===== src/sv/tmpm_fifo.sv =====
// Small register queue used between the front, the engine and the result port.
// No dependencies. DEPTH must be a power of two.
`default_nettype none
module tmpm_fifo #(
  parameter int WIDTH = 8,
  parameter int DEPTH = 4
) (
  input  wire logic             clk,
  input  wire logic             rst_n,
  input  wire logic             push,
  input  wire logic [WIDTH-1:0] wdata,
  output logic                  full,
  input  wire logic             pop,
  output logic      [WIDTH-1:0] rdata,
  output logic                  empty
);
  localparam int PW = $clog2(DEPTH);
  localparam int CW = $clog2(DEPTH + 1);

  logic [WIDTH-1:0] mem_r [DEPTH];
  logic [PW-1:0]    wr_r, wr_nxt, rd_r, rd_nxt;
  logic [CW-1:0]    cnt_r, cnt_nxt;
  logic             do_push, do_pop;

  assign full    = (cnt_r == CW'(DEPTH));
  assign empty   = (cnt_r == '0);
  assign do_push = push && !full;
  assign do_pop  = pop && !empty;
  assign rdata   = mem_r[rd_r];

  always_comb begin
    wr_nxt  = do_push ? wr_r + PW'(1) : wr_r;
    rd_nxt  = do_pop ? rd_r + PW'(1) : rd_r;
    cnt_nxt = cnt_r + CW'(do_push) - CW'(do_pop);
  end

  always_ff @(posedge clk) begin
    if (!rst_n) begin
      wr_r  <= '0;
      rd_r  <= '0;
      cnt_r <= '0;
    end else begin
      wr_r  <= wr_nxt;
      rd_r  <= rd_nxt;
      cnt_r <= cnt_nxt;
    end
    if (do_push) begin
      mem_r[wr_r] <= wdata;
    end
  end
endmodule
`default_nettype wire


===== config.mk =====
export PLATFORM = sky130hd
export DESIGN_NAME = tmpm_fifo
export DESIGN_NICKNAME = d
export VERILOG_FILES = /design/src/sv/tmpm_fifo.sv
export SDC_FILE = /design/constraint.sdc
export NUM_CORES = 1
export LEC_CHECK = 0
export ABC_AREA = 1
export BUFFER_PORTS_ARGS = -buffer_cell sky130_fd_sc_hd__buf_2
export CELL_PAD_IN_SITES_DETAIL_PLACEMENT = 0
export CELL_PAD_IN_SITES_GLOBAL_PLACEMENT = 1
export CORE_MARGIN = 4
export CORE_UTILIZATION = 40
export DETAILED_ROUTE_END_ITERATION = 8
export HOLD_SLACK_MARGIN = 0.02
export PLACE_DENSITY = 0.75
export SYNTH_ARGS = -nofsm -noshare
export SYNTH_HDL_FRONTEND = slang
export SYNTH_SLANG_ARGS = --single-unit

===== constraint.sdc =====
create_clock -name clk -period 1.8 [get_ports clk]
set_input_delay 0.18 -clock clk [delete_from_list [all_inputs] [get_ports clk]]
set_output_delay 0.18 -clock clk [all_outputs]
set_load 0.01 [all_outputs]

* Word level (Yosys, flattened, before mapping)
Memories as Yosys holds them, arrays and structs flattened. A register that Yosys moved wholly into a read port is not among the register bits. Index checks and enable logic that the tools add are counted. W data, S select, Z words.
Word-level totals: memories kept 1, register bits after elaboration 7, output and inout port bits 10, memory bits (writable) 32, logic and storage cells 18
Memory list:
- mem_r | words 4, width 8, read ports 1, clocked after Yosys merged registers in 1, write ports 1, RTL line 20 | logic [WIDTH-1:0] mem_r [DEPTH];
Operators by class: multiplexer cells 4, equality and inequality tests 1, reduce and logical (&&, ||, !) cells 5, add/subtract/negate cells 4
Operator list (count):
- $add A2 B1 Y2 const B | 2
- $mux W2 | 2
- $add A3 B1 Y3 | 1
- $eq A3 B3 Y1 const B | 1
- $logic_not A3 Y1 | 1
- $sub A3 B1 Y3 | 1
- $logic_and A1 B1 Y1 | 2
- $logic_not A1 Y1 | 2
- $mux W1 | 2

* Longest topological paths before layout
word-level depth 5, depth in mapped cells 11, gate-level depth less buffers 11

* Least setup slack after synthesis
Ideal clock, no wire load.
path kind register to register, start point reg cnt_r[1], end point reg cnt_r[2], clock period less this slack 1.815 ns, buffers on the path 0, required time 1.685 ns, library setup time 0.115 ns, setup slack -0.015 ns, stages on the path, launching flop included 11, data arrival time 1.700 ns, cell sequence dfxtp_1 nor2_1 nand2_1 inv_1 nor2_1 ha_1 inv_1 ha_1 fa_1 a21oi_1 nor2_1
On the way: elaborated cells between the ends (all ways) 8, classes of those cells add/sub (2); eq/ne (1); reduce/logical (5)
RTL lines:
- start, declared | RTL line 22 | logic [CW-1:0] cnt_r, cnt_nxt;
- start signal, assigned | RTL line 45 | cnt_r <= cnt_nxt;
- $logic_not A3 Y1 | RTL line 26 | assign empty = (cnt_r == '0);
- net empty | RTL line 15 | output logic empty
- $logic_not A1 Y1 | RTL line 28 | assign do_pop = pop && !empty;
- $logic_and A1 B1 Y1 | RTL line 28
- net do_pop | RTL line 23 | logic do_push, do_pop;
- $sub A3 B1 Y3 | RTL line 34 | cnt_nxt = cnt_r + CW'(do_push) - CW'(do_pop);
The timed path passes the listed nets, and every way through them passes these cells. A chain may end at the register's enable or synchronous reset.

* Worst setup path after layout
start point reg cnt_r[1], end point reg cnt_r[2]
On the way: word-level cells in the longest chain between the ends 5, elaborated cells between the ends (all ways) 8, classes of those cells add/sub (2); eq/ne (1); reduce/logical (5)
Ends and longest elaborated chain:
- $eq A3 B3 Y1 | RTL line 25 | assign full = (cnt_r == CW'(DEPTH));
- $logic_not A1 Y1 | RTL line 27 | assign do_push = push && !full;
- $logic_and A1 B1 Y1 | RTL line 27
- $add A3 B1 Y3 | RTL line 34
- $sub A3 B1 Y3 (*) | RTL line 34
Mark *: on every way between the ends. The rest lies on a longest branch, timed or not.

==> summary.txt <==
Floorplan
  – Initial Utilization: 41.58%
  – Die height: 72.72 um
  – Die area: 5287 um^2
  – Placeable Area: 4029 um^2
  – Rows: 23
  – I/O Pins: 22
  – Die X: 72.72 um

Worst hold path
  – Worst Hold Class: primary input to register
  – Hold_sp: wdata[2]

Critical path
  – Worst setup EP type: register
  – CP startpoint: cnt_r[1]
  – Arr. time, crit path: 1.91 ns
  – Worst Path Max Fanout: 3
  – Worst path slowest cell: fa_1
  – CP Data Required Time: 1.98 ns
  – Worst path max stage delay: 0.38 ns
  – Critical R2R Launch: cnt_r[1]
  – Sequence of cells on the critical path: nor2_4 -> nand2_1 -> nand2_2 -> ha_1 -> inv_1 -> ha_1 -> fa_1 -> a21oi_1 -> nor2_1
  – CP dominant cell by count: ha_1
  – Crit path kind: register to register
  – Critical Path Source Type: register

Power and ir drop
  – Power, Total: 2.851 mW
  – Pwr dens: 1410 nW/um^2
  – Leak: 0.8247 nW
  – Maximum VDD drop: 699.6 uV

Synthesis
  – Number of synthesized register bits: 41
  – Synth Warn #: 0
  – Synthesized instance count: 144
  – Post-synthesis net count: 163
  – Post-synth top flop: edfxtp_1
  – Ys async rst share: 0%
  – Post-synthesis sequential area ratio: 68.11%
  – Count of cell types in the netlist: 16
  – Synth Cell Area: 1675 um^2
  – Top-count cell post-synth: edfxtp_1
  – Dominant cell type by area after synthesis: edfxtp_1
  – Top post-synthesis cells by count: edfxtp_1 (32), nor2_1 (26), inv_1 (18)
  – Syn_area_per_cell: 11.63 um^2
  – Synth top area cells: edfxtp_1 (57%), dfxtp_1 (11%), nor2_1 (5.8%), ha_1 (4.5%), inv_1 (4.0%)
  – EDFF count, synth: 32
  – Post-synth top area share: 57.36%

Final layout
  – Final Non-Filler Cells: 230
  – NumNets Final: 198
  – Filler instances: 353
  – Register area: 1147 um^2
  – Share of cells above drive strength 1: 27.78%
  – Finished Core Util: 50.19%
  – # diodes: 0
  – Syn-to-layout area delta: 20.69%
  – Final instance area: 2022 um^2
  – Multi-input gate area: 452.9 um^2

STA
  – Hold Vio Cnt, Final: 0
  – RSZ-0062 raised after global routing: true
  – Max-slew violations: 0
  – Worst slew margin: 78.16%
  – Setup ws final: 0.06783 ns
  – Setup_tns: 0 ns
  – Slew @ Worst Pin: 0.3272 ns
  – Clock Skews: 0.005847 ns
  – Final setup fails: 0
  – Final min period: 1.732 ns
  – Final period utilization: 96.23%
  – Fmax: 577.3 MHz
  – Hold WS: 0.1011 ns

Global route
  – First-pass GRT wire length: 4878 um
  – Vias in the first global route: 1102
  – Grt total ovfl: 0
  – Gr usage total: 12.51%
  – GR peak layer: met2
  – Antenna violations before repair: 0
  – Met1 capacity usage during global routing: 14.75%
  – Grt met2 use: 21.64%
  – Largest net degree at the start of global routing: 17
  – GR Util met3: 3.719%

Place
  – Dpl ws: -0.02128 ns
  – Area post-placement: 1881 um^2
  – Inst Count DP: 221
  – HPWL after DPL: 2087 um
  – Gpl congestion: 0.7254
  – IO Port Bufs: 21

Detailed routing
  – Detailed-route wire length: 2979 um
  – Via-to-Cell Ratio: 4.752
  – Antenna-violating nets left: 0
  – Drt pass-1 iters: 4
  – Initial DRC count: 33
  – # DRC: 0
  – Via count: 1093
  – WL/cell: 12.95 um

Clocking
  – Clock Path Buffers: 2
  – Clock root buffer: clkbuf_8
  – CTS tree: built
  – Worst-path clk slew: 0.08 ns
  – H-tree depth: 2
  – CTS Buf Count: 5
  – Number of clock sinks: 41
  – Clk Latency, worst-skew pair: 0.29 ns

Run
  – Max-cap viol count: 0

Status
  – Status: completed
## flip-flops by register name, summed over array words and instances (netlist names), named ones only
signal  flops
cnt_r       3
mem_r      32
rd_r        2
wr_r        2
## logic make-up after synthesis
kind of cell	after synthesis	share of synthesized area (%)
fa+ha+maj	7	5.676
simple gates	46	10.90
flops	41	68.11
buf+inv	21	5.601
compound gates	29	9.709
## layout by cell type, fill, tap and decap left out, types with 4 or more instances in the layout
cell type	count
o22ai_1	8
edfxtp_1	32
nand3_1	4
ha_1	6
clkbuf_8	5
inv_1	17
a21oi_1	5
buf_2	21
nand2_1	12
buf_4	9
o21ai_0	12
nor2_1	25
dfxtp_1	6
## metal layers
layer | wire (um) | vias up
met5 | 0 | -
met2 | 1571 | 16
li1 | - | 560
met1 | 1271 | 514
met3 | 116 | 3
met4 | 20 | 0
## worst paths after layout
check                endpoint  slack (ns)  cells after the start
setup / recovery     cnt_r[2]        0.07                      9
hold / removal    mem_r[3][2]        0.10                      1
setup reg to reg     cnt_r[2]        0.07                      9
hold reg to reg       rd_r[0]        0.51                      2
## layout make-up
cell class / count / share of cell area [%]
Sequential cell: 41 / 56.75
Clock buffer: 5 / 3.403
Clock inverter: 3 / 2.290
Multi-Input combinational cell: 82 / 22.40
Inverter: 19 / 3.527
Tap cell: 50 / 3.094
Timing Repair Buffer: 30 / 8.540
## critical path, delay by kind of cell, from the launching register on
kind,cells,cell delay (ns)
DFF,1,0.37
and+or+nand+nor,4,0.27
AOI/OAI and AO/OA,1,0.12
adders and majority gates,3,0.84
buffers and inverters,1,0.04
## timing repair
action,4_1_cts,5_1_grt
resized for setup,2,6
hold endpoints to repair,0,0
setup endpoints to repair,2,6
hold buffers,0,0
pin swaps,0,2
buffers inserted,0,1
## power by group
group	internal, mW	leakage (nW)	switching, mW
combinational	0.361	0.402	0.507
sequential	1.18	0.369	0.0883
clock	0.414	0.0543	0.303
total	1.95	0.825	0.899
Note: power is estimated with default switching activity, not from simulation.
